===== config.mk =====
export PLATFORM = sky130hd
export DESIGN_NAME = bpvc_lane
export DESIGN_NICKNAME = d
export VERILOG_FILES = /design/src/bpvc_pkg.sv /design/src/bpvc_lane.sv
export SDC_FILE = /design/constraint.sdc
export NUM_CORES = 1
export LEC_CHECK = 0
export BUFFER_PORTS_ARGS = -buffer_cell sky130_fd_sc_hd__buf_4
export CORE_AREA = 2 2 64 66
export DETAILED_ROUTE_END_ITERATION = 6
export DIE_AREA = 0 0 66 68
export PLACE_DENSITY = 0.88
export SYNTH_ARGS = -nofsm -noshare
export SYNTH_HDL_FRONTEND = slang
export SYNTH_SLANG_ARGS = --single-unit

===== constraint.sdc =====
create_clock -name vclk -period 1.6
set_clock_uncertainty 0.1 [all_clocks]
set_input_delay 0.08 -clock vclk [all_inputs]
set_output_delay 0.08 -clock vclk [all_outputs]
set_load 0.02 [all_outputs]

===== src/bpvc_pkg.sv =====
// ----------------------------------------------------------------------------
// bpvc_pkg
// Shared types and constants for the bit position vote counter.
// ----------------------------------------------------------------------------
package bpvc_pkg;

  localparam int NUM_WORDS      = 16;
  localparam int COUNTER_BITS   = 32;
  localparam int WORD_BITS      = 64;
  localparam int INDEX_BITS     = 4;
  localparam int CMD_BITS       = 2;
  localparam int THRESH_BITS    = 32;
  localparam int ROW_AW         = (NUM_WORDS > 1) ? $clog2(NUM_WORDS) : 1;
  localparam int ROW_BITS       = WORD_BITS * COUNTER_BITS;
  localparam int CMP_BITS       = (COUNTER_BITS > THRESH_BITS) ? COUNTER_BITS : THRESH_BITS;

  typedef logic [COUNTER_BITS-1:0] count_t;
  typedef logic [THRESH_BITS-1:0]  thresh_t;
  typedef logic [WORD_BITS-1:0]    word_t;
  typedef logic [INDEX_BITS-1:0]   index_t;

  typedef enum logic [CMD_BITS-1:0] {
    CMD_ACCUMULATE = 2'd0,
    CMD_READ       = 2'd1,
    CMD_CLEAR      = 2'd2
  } cmd_t;

  typedef enum logic {
    ST_IDLE,
    ST_EXEC
  } state_t;

  typedef struct packed {
    logic   push;
    word_t  mask;
    index_t index;
  } mask_push_t;

endpackage


===== src/bpvc_lane.sv =====
// ----------------------------------------------------------------------------
// bpvc_lane
// One counter lane: saturating increment and threshold compare.
// ----------------------------------------------------------------------------
module bpvc_lane (
  input  bpvc_pkg::count_t  count,
  input  logic              hit,
  input  bpvc_pkg::thresh_t threshold,
  output bpvc_pkg::count_t  count_next,
  output logic              below
);
  import bpvc_pkg::*;

  logic [CMP_BITS-1:0] count_ext;
  logic [CMP_BITS-1:0] thresh_ext;

  assign count_ext  = CMP_BITS'(count);
  assign thresh_ext = CMP_BITS'(threshold);
  assign below      = count_ext < thresh_ext;

  always_comb begin
    count_next = count;
    if (hit && (count != {COUNTER_BITS{1'b1}})) begin
      count_next = count + count_t'(1);
    end
  end

endmodule


* Word level (Yosys, flattened, before mapping)
Cells that the tools add are included.
Word-level totals: output and inout port bits 33, flip-flop bits (word level) 0, logic and storage cells 5, bits of input ports 65
Operators by class: $lt $le $gt $ge 1, reduce and logical (&&, ||, !) cells 1, equal/unequal tests 1, add/sub/neg operators 1, multiplexer cells 1
Operators with widths (number):
- $add 32x1->32 const B | 1
- $lt 32x32->1 | 1
- $mux 32 | 1
- $ne 32x32->1 const B | 1
- $logic_and 1x1->1 | 1

* Depth between registers and ports, before layout
word-level depth 3, mapped depth 7, depth with buffers taken out 7

* Least setup slack after synthesis
No wires, ideal clock.
kind in2out, start point input port count[13], end point output port count_next[20], buffers on the path 0, arrival 1596 ps, required time 1420 ps, stages 5, slack -176 ps, path through nand4_2 nor4_4 or3b_4 nor2_2 xor2_1
On the way: longest elaborated chain between the ends 3, elaborated cells on any way between the ends 4, classes of those cells add/sub: 1; eq/ne: 1; mux: 1; reduce/logical: 1
Ends and longest elaborated chain:
- start, declared | line bpvc_lane.sv:6 | input bpvc_pkg::count_t count,
- branches (longest 2 deep; another with $add 32x1->32)
- $mux 32 (*) | line bpvc_lane.sv:23 | if (hit && (count != {COUNTER_BITS{1'b1}})) begin
- end, declared | line bpvc_lane.sv:9 | output bpvc_pkg::count_t count_next,
Mark *: on every way between the ends.

* Final worst setup path
start point input port count[29], end point output port count_next[6]
On the way: longest elaborated chain between the ends 3
Ends and longest elaborated chain (line):
- $ne 32x32->1 | bpvc_lane.sv:23
- $logic_and 1x1->1 | bpvc_lane.sv:23
- $mux 32 | bpvc_lane.sv:23
No other way between the ends.

==> reports/metrics.csv <==
metric,value,unit
maxCapViolations,0,
cp_slowest_cell,nor4_4,
drive_above_1_share,61.9,%
run_status,"complete, but fails checks",
synth.top_cell.area_share,26.4,%
arrival,1640,ps
slew_headroom,73.3,%
grt_util_all_layers,27.2,%
crit_chain,buf_8 -> nand4_1 -> nor4_4 -> buf_4 -> and3_4 -> nor2_4 -> xor2_1 -> buf_4,
power_density,245,nW/um2
core-area,3860,um2
min_from,count[23],
antenna_found_initial,0,
postLayoutCoreUtil,84.8,%
tightest_slew,398,ps
drv_slew,0,
rows,23,
drt_iter0_markers,113,
grt_pass1_vias,2345,
fmax,0.549,GHz
crit_type,in2out,
grt_pass1_wl,9.80,mm
cp-start-kind,primary input,
seq_area_frac_synth,0,%
endpoint_kind,output pin,
drc,0,
violations,negative setup slack,
clockPowerShare,0,%
synthToLayoutAreaGrowth,115,%
portBuffers,98,
crit_path_max_incr_delay,470,ps
rsz0062_at_grt,true,
overflow,0,
synth.top_cells.by_count,"34 x inv_1, 32 x ha_1, 23 x nand2_1",
die_area,4490,um2
initial_utilization,39.4,%
post-synth-top-count-cell,inv_1,
switching_share,48.5,%
die_w,66,um
crit_fanout,3,
routed_wl,7.50,mm
design.seq.count,0,
startpoint,count[29],
via_per_inst,5.61,
synth_top_area_cell,ha_1,
fp.dieH,68,um
dp.cells,415,
seq_area,0,um2
fillerInstances,197,
antennaDiodeCount,0,
p_comb_share,100.0,%
period_share,114,%
synth_top_cells_by_area,"ha_1 26%, xnor2_1 10%, inv_1 8.4%",
fin_ws,-220,ps
postRouteAntennaNets,0,
fin_crit,1820,ps
syn-mean-instance-area,6.96,um2
hold_path.class,in2out,
crit_top_cell,buf_4,
finalHoldViolCount,0,
seq_power_share,0,%
nets,480,
power_switching,0.389,mW
num-clock-buffers,0,
holdWs,389,ps
synth_cells,218,
synthDistinctLibCells,33,
vias,2416,
wl_per_cell,17.4,um
ios,98,
leakagePower,1.69,nW
internal_power,0.413,mW
place_congestion,0.884,
yosys_warnings,0,
drt-pass1-iter-count,4,
setup_viol,30,
syn-num-nets,315,
crit_required,1420,ps
dp_hpwl,4.81,mm
final_cell_count_no_fill,431,
grt_max_degree,7,
netlist_area,1520,um2
peakVddDrop,0.138,mV
[worst paths after layout]
kind	slack, ps	endpoint	depth (start not counted)
setup / recovery	-220	count_next[6]	8
hold / removal	390	count_next[23]	3
[critical path: cells and delay by family]
family	cells	cell delay, ps
xor gates and xnor gates	1	170
buffers and inverters	3	470
and+or+nand+nor	4	930
[kinds of logic after synthesis]
group / count (synthesis) / share of synthesized area, %
xor gates and xnor gates: 31 / 17.9
muxes: 1 / 0.742
AOI/OAI and AO/OA: 28 / 12.0
buffers and inverters: 34 / 8.41
adders and majority gates: 32 / 26.4
and+or+nand+nor: 92 / 34.5
[layer usage]
metal / up-vias / global-route usage (%) / share of wire [%]
met3: 44 / 3.45 / 6.3
met1: 1124 / 25.9 / 35
li1: 1098 / - / -
met4: 0 / 9.95 / 5.2
met5: - / 0 / 0
met2: 150 / 58.5 / 53
[metrics by stage]
stage                     total power, mW  TNS (ps)  area [um2]  worst slack (ps)
after global placement              0.626     -3840        2760              -248
after global routing                0.862     -5410        3270              -278
final                               0.803     -3560        3270              -220
after floorplan                     0.269     -67.9        1590             -67.9
after detailed placement            0.651     -5490        2760              -294
after CTS                           0.706      -606        3020              -129
[cells in the final DEF (no fill, tap or decap), types with 2 or more instances in the layout]
| cell type | instances |
|---|---|
| a21o_1 | 2 |
| and4_4 | 4 |
| nand3_2 | 3 |
| and2_4 | 2 |
| xor2_1 | 8 |
| and4_1 | 4 |
| nor4_4 | 2 |
| xnor2_2 | 9 |
| ha_4 | 4 |
| a21oi_1 | 3 |
| a21oi_2 | 7 |
| and3_1 | 2 |
| nand4_1 | 15 |
| a31oi_4 | 2 |
| ha_1 | 28 |
| nand2_1 | 14 |
| xor2_2 | 5 |
| nor2_1 | 12 |
| inv_1 | 33 |
| a221oi_2 | 3 |
| o21ai_1 | 2 |
| buf_4 | 146 |
| xnor2_1 | 9 |
| o21ai_2 | 3 |
| o21ai_0 | 2 |
| nand3_1 | 7 |
| nand2_2 | 8 |
| buf_8 | 2 |
| nor2_2 | 2 |
| nor2_4 | 5 |
| buf_6 | 15 |
[final cells by class]
cell class	count	area, um2	share of cell area (%)
multi-input cells	184	1790	54.6
repair buffers	163	1290	39.6
inverters	34	128	3.90
well taps	50	62.6	1.91
[power by group through the flow]
stage	logic, mW	clock network, mW	registers, mW
after floorplan	0.269	0	0
after global placement	0.626	0	0
after detailed placement	0.651	0	0
after CTS	0.706	0	0
after global routing	0.862	0	0
final	0.803	0	0
[repair_timing]
action / in CTS / in global routing
setup buffers: 8 / 8
gates resized for setup: 49 / 42
endpoints found under the setup margin: 33 / 32
pin swaps: 32 / 37
hold buffers: 0 / 0
hold endpoints to repair: 0 / 0
Note: power is estimated with default switching activity, not from simulation.
