<file path="src/bpvc_pkg.sv">
// ----------------------------------------------------------------------------
// bpvc_pkg
// Shared types and constants for the bit position vote counter.
// ----------------------------------------------------------------------------
package bpvc_pkg;

  localparam int NUM_WORDS      = 16;
  localparam int COUNTER_BITS   = 32;
  localparam int WORD_BITS      = 64;
  localparam int INDEX_BITS     = 4;
  localparam int CMD_BITS       = 2;
  localparam int THRESH_BITS    = 32;
  localparam int ROW_AW         = (NUM_WORDS > 1) ? $clog2(NUM_WORDS) : 1;
  localparam int ROW_BITS       = WORD_BITS * COUNTER_BITS;
  localparam int CMP_BITS       = (COUNTER_BITS > THRESH_BITS) ? COUNTER_BITS : THRESH_BITS;

  typedef logic [COUNTER_BITS-1:0] count_t;
  typedef logic [THRESH_BITS-1:0]  thresh_t;
  typedef logic [WORD_BITS-1:0]    word_t;
  typedef logic [INDEX_BITS-1:0]   index_t;

  typedef enum logic [CMD_BITS-1:0] {
    CMD_ACCUMULATE = 2'd0,
    CMD_READ       = 2'd1,
    CMD_CLEAR      = 2'd2
  } cmd_t;

  typedef enum logic {
    ST_IDLE,
    ST_EXEC
  } state_t;

  typedef struct packed {
    logic   push;
    word_t  mask;
    index_t index;
  } mask_push_t;

endpackage

</file>
<file path="src/bpvc_mask_out.sv">
// ----------------------------------------------------------------------------
// bpvc_mask_out
// Merge stage: gathers lane flags into the mask and holds the result request.
// ----------------------------------------------------------------------------
module bpvc_mask_out (
  input  logic                    clk,
  input  logic                    rst,
  input  bpvc_pkg::mask_push_t    push_req,
  input  logic                    in_range,
  output logic                    slot_free,
  output logic                    out_valid,
  input  logic                    out_ready,
  output bpvc_pkg::word_t         mask_word,
  output bpvc_pkg::index_t        mask_index
);
  import bpvc_pkg::*;

  assign slot_free = !out_valid || out_ready;

  always_ff @(posedge clk) begin
    if (rst) begin
      out_valid <= 1'b0;
    end else if (push_req.push && slot_free) begin
      out_valid <= 1'b1;
    end else if (out_ready) begin
      out_valid <= 1'b0;
    end
  end

  always_ff @(posedge clk) begin
    if (push_req.push && slot_free) begin
      mask_word  <= in_range ? push_req.mask : '0;
      mask_index <= push_req.index;
    end
  end

endmodule

</file>
<file path="config.mk">
export PLATFORM = sky130hd
export DESIGN_NAME = bpvc_mask_out
export DESIGN_NICKNAME = d
export VERILOG_FILES = /design/src/bpvc_pkg.sv /design/src/bpvc_mask_out.sv
export SDC_FILE = /design/constraint.sdc
export NUM_CORES = 1
export LEC_CHECK = 0
export CORE_ASPECT_RATIO = 0.8
export CORE_MARGIN = 4
export CORE_UTILIZATION = 57
export DETAILED_ROUTE_END_ITERATION = 16
export DONT_BUFFER_PORTS = 1
export GPL_ROUTABILITY_DRIVEN = 0
export PLACE_DENSITY = 0.84
export RECOVER_POWER = 100
export SLEW_MARGIN = 40
export SYNTH_ARGS = -nofsm -noshare
export SYNTH_HDL_FRONTEND = slang
export SYNTH_SLANG_ARGS = --single-unit
</file>
<file path="constraint.sdc">
create_clock -name clk -period 4.7 [get_ports clk]
set_input_delay 0.235 -clock clk [delete_from_list [all_inputs] [get_ports clk]]
set_output_delay 0.235 -clock clk [all_outputs]
set_load 0.005 [all_outputs]
</file>
; Word level (Yosys, flattened, before mapping)
; Cells that the tools add are included.
[totals]
reg_bits = 69
inputBits = 73
elab_cells = 9
[classes]
mux = 2
n_reduce_logical = 4
[ops]
columns = operator, count
row1 = $mux 1, 2
row2 = $reduce_bool 2->1, 1
row3 = $logic_and 1x1->1, 1
row4 = $logic_not 1->1, 1
row5 = $logic_or 1x1->1, 1

; Depth between registers and ports, before layout
[depth]
ltp_word = 4
depth_mapped = 2

; Least setup slack after synthesis
; Ideal clock, no wire load.
[synth_timing]
path_type = register -> register
from = register out_valid
to = register mask_index[0] (enable)
path_stages_with_launch = 3
t_arrival_ns = 2.043
path_slack_ns = 2.223
period_less_slack_ns = 2.477
n_path_buf = 0
setup_time_ns = 0.434
path_cell_list = dfxtp_1 > nand2b_1 > and2_1
[synth_between]
elab_chain_len = 3
[synth_rtl]
columns = item, line_no
row1 = "start, declared", bpvc_mask_out.sv:11  ; output logic out_valid,
row2 = "start signal, assigned", bpvc_mask_out.sv:22  ; out_valid <= 1'b0;
row3 = "start signal, assigned", bpvc_mask_out.sv:24  ; out_valid <= 1'b1;
row4 = "start signal, assigned", bpvc_mask_out.sv:26  ; out_valid <= 1'b0;
row5 = $logic_not 1->1, bpvc_mask_out.sv:18  ; assign slot_free = !out_valid || out_ready;
row6 = $logic_or 1x1->1, bpvc_mask_out.sv:18
row7 = via slot_free, bpvc_mask_out.sv:10  ; output logic slot_free,
row8 = $logic_and 1x1->1, bpvc_mask_out.sv:31  ; if (push_req.push && slot_free) begin
row9 = "end signal, assigned", bpvc_mask_out.sv:33  ; mask_index <= push_req.index;
row10 = "end, declared", bpvc_mask_out.sv:14  ; output bpvc_pkg::index_t mask_index
; The timed path passes the listed nets, and every way through them passes these cells.
; A chain may end at the register's enable or synchronous reset.

; Worst setup path in the final report
[layout_timing]
from = register out_valid
to = register mask_index[1] (enable)
; The elaborated chain is that of the path after synthesis.

==> impl_summary.txt <==
----------------------------------------------------
[Outcome]
  Run status ... complete, no violations

[Min path]
  Hold path endpoint ... mask_word[58]
  Worst hold path class ... input pin to flop
  Startpoint of the worst hold path ... push_req[62]
  Count of cells along the worst hold path ... 1

[Critical path]
  Required time at the worst-slack endpoint ... 4.66 ns
  Startpoint class of the critical path ... flop
  Maximum fanout encountered on the critical timing path ... 45
  Type of destination of the critical path ... flop
  Endpoint arrival time on the critical path ... 2.50 ns
  Kind of critical path ... flop to flop
  R2R setup slack ... 2.16 ns
  Startpoint of the most critical register-to-register path ... out_valid
  Family of cells with the greatest summed delay on the critical path ... simple AND/OR/NAND/NOR gates
  Slowest-stage cell, CP ... and2_0
  Highest cell delay on the worst timing path ... 1.06 ns
  Length in cells of the worst reg-to-reg path ... 3
  Ordered cell list for the critical path ... nand2b_1 > and2_0 > buf_4
  CP bufs+invs ... 1
  Reg2Reg Capture Point ... mask_index[1]

[Global routing]
  Number of global-route vias before repair ... 1142
  Global-route wire length before repair ... 6561 um
  Pin count of the biggest net entering global routing ... 65
  Remaining Overflow, GRT ... 0
  Number of antenna violations at the first check in global routing ... 0
  Total Routing Usage GR ... 0.1643

[Placed design]
  Dpl ws ... 2.794 ns
  Count of buffers inserted at the top-level ports ... 0
  Post-detailed-placement cell area ... 2644 um2
  Half-perimeter wire length after detailed placement ... 3430 um

[Logic synthesis]
  Fraction of synthesized cell area taken by the top area cell type ... 0.7873
  Number of distinct library cells after synthesis ... 8
  Flops & latches, synth ... 69
  Register area share after synthesis ... 0.7950
  Post-Syn Area ... 2594 um2
  Dominant cells by area after synthesis ... edfxtp_1 79%, and2_2 19%, clkbuf_2 1.2%
  Area share of and/or/nand/nor cells after synthesis ... 0.1901
  Cell type contributing the most total cell area after synthesis ... edfxtp_1
  Area share of xor/xnor cells in the synthesized design ... 0
  Proportion of synthesized area in mux cells ... 0
  Adder-cell share of the synthesized area ... 0
  Syn_area_per_cell ... 18.14 um2
  Post-synthesis net count ... 216
  Total of warnings raised by yosys ... 0
  Main combinational cell family by area after synthesis ... simple AND/OR/NAND/NOR gates
  Instance count of the mapped netlist ... 143
  Compound-cell area share of the yosys netlist ... 0.001930

[Drt]
  Overall routed net length ... 4548 um
  Detailed-route vias per instance ... 5.244
  Number of detailed-route iterations in the first pass ... 4
  Antenna Violating Nets Remaining ... 0
  Number of vias after detailed routing ... 1138
  Post-detailed-route wirelength per cell ... 20.96 um
  Remaining design rule violation count ... 0
  Iteration-0 DRC Markers ... 34

[Floorplanning]
  Initial cell density of the core ... 0.6056
  Standard-cell row count ... 21
  Die span in y ... 68.34 um
  I/O pin count ... 143
  Die ar. ... 5701 um2
  Area of the placeable core ... 4283 um2
  Die outline width ... 83.42 um

[Timing]
  Tcrit/Tclk final ... 0.5396
  Worst-case clock skew ... 0.005497 ns
  Max-slew violation count ... 0
  Endpoints failing setup ... 0
  Final total negative setup slack ... 0 ns
  Normalized max-slew margin ... 0.09147
  Slew at the pin closest to its max-slew limit ... 1.362 ns
  Min setup slack post-route ... 2.164 ns
  Period minus WS final ... 2.536 ns
  Achievable frequency ... 0.3943 GHz
  Number of endpoints with negative hold slack in the final report ... 0
  RSZ-0062 raised after global routing ... no

[Clock tree]
  CTS tree ... built
  Number of buffers created by CTS ... 9
  Root buffer selected by CTS ... clkbuf_8
  Later-pin clock latency in the skew report ... 0.32 ns
  Clock slew seen by the registers of the worst setup and hold paths ... 0.07 ns
  H-Tree Level Count ... 3
  Count of cells resized by post-cts repair ... 0
  Number of sinks driven by the clock tree ... 69
  Number of buffers between clock root and the deepest sink ... 2

[Finish]
  Most common cell after layout, fill and taps aside ... edfxtp_1
  Number of diodes ... 0
  Fraction of final layout cells with drive strength greater than 1 ... 0.4875
  Nets@finish ... 228
  Post-layout instance area ... 2908 um2
  Commonest non-fill, non-tap cells in the layout ... 68 x edfxtp_1, 64 x and2_2, 9 x clkbuf_8
  Area overhead of the layout relative to synthesis ... 12.11%
  Filler instances ... 276

[Power]
  Power Dens Cells ... 439.2 nW/um2
  Static Leak ... 0.001047 uW
  Total power of the final layout ... 1277 uW
  Worst vdd rail ir drop ... 0.2538 mV

[Flow run]
  Number of maximum-capacitance constraint violations ... 0

----------------------------------------------------
==> registers in the layout, summed over array words and instances (netlist names) <==
signal / count
mask_index: 4
mask_word: 64
out_valid: 1
==> routing by layer <==
| layer | global-route usage | vias up | part of all wire |
|---|---|---|---|
| met5 | 0 | - | 0 |
| met4 | 0.06627 | 0 | 0.016 |
| met3 | 0.1119 | 8 | 0.13 |
| met2 | 0.2740 | 87 | 0.51 |
| met1 | 0.1649 | 522 | 0.34 |
| li1 | - | 521 | - |
==> worst max-delay path by stage <==
stage / start / endpoint / slack (ns) / cells past startpoint
final: out_valid / mask_index[1] / 2.16 / 3
after global routing: out_valid / mask_word[24] / 1.93 / 3
after CTS: out_valid / mask_word[30] / 2.78 / 3
after detailed placement: out_valid / mask_index[2] / 2.79 / 3
after global placement: out_valid / mask_word[62] / 2.87 / 3
after floorplan: out_valid / mask_index[0] / 2.22 / 2
==> cells in the mapped netlist <==
library cell,instances
and2_2,64
inv_1,1
and2_1,1
clkbuf_2,6
dfxtp_1,1
nand2b_1,1
edfxtp_1,68
a21oi_1,1
==> where the power goes <==
group | internal, uW | total [uW] | switching, uW
combinational | 24.3 | 46.0 | 21.7
sequential | 726 | 748 | 22.5
clock | 293 | 483 | 190
==> through the flow <==
step	instances	utilization	hold slack, ns
2_1_floorplan	143	-	0.3041
3_3_place_gp	195	0.6173	0.3056
3_5_place_dp	195	0.6173	0.3116
4_1_cts	216	0.6769	0.01237
5_1_grt	217	0.6789	0.08975
6_report	217	0.6789	0.1210
==> what timing repair did <==
action | 4_1_cts | 5_1_grt
setup endpoints to repair | 0 | 0
buffers inserted | 0 | 0
hold endpoints to repair | 5 | 1
hold buffers | 5 | 1
==> layout make-up <==
type                       count  area (um2)  area share
sequential                    69        2062      0.7091
inverter                       1       3.754    0.001291
timing repair buffer           7       67.56     0.02324
tap                           57       71.32     0.02453
clock buffer                  10       127.6     0.04389
clock inverter                 6       77.57     0.02668
multi-input combinational     67       498.0      0.1713
==> cells by family after synthesis <==
logic type,after synthesis
DFF,69
and+or+nand+nor,66
buffers and inverters,7
AOI/OAI and AO/OA,1
Note: power is estimated with default switching activity, not from simulation.
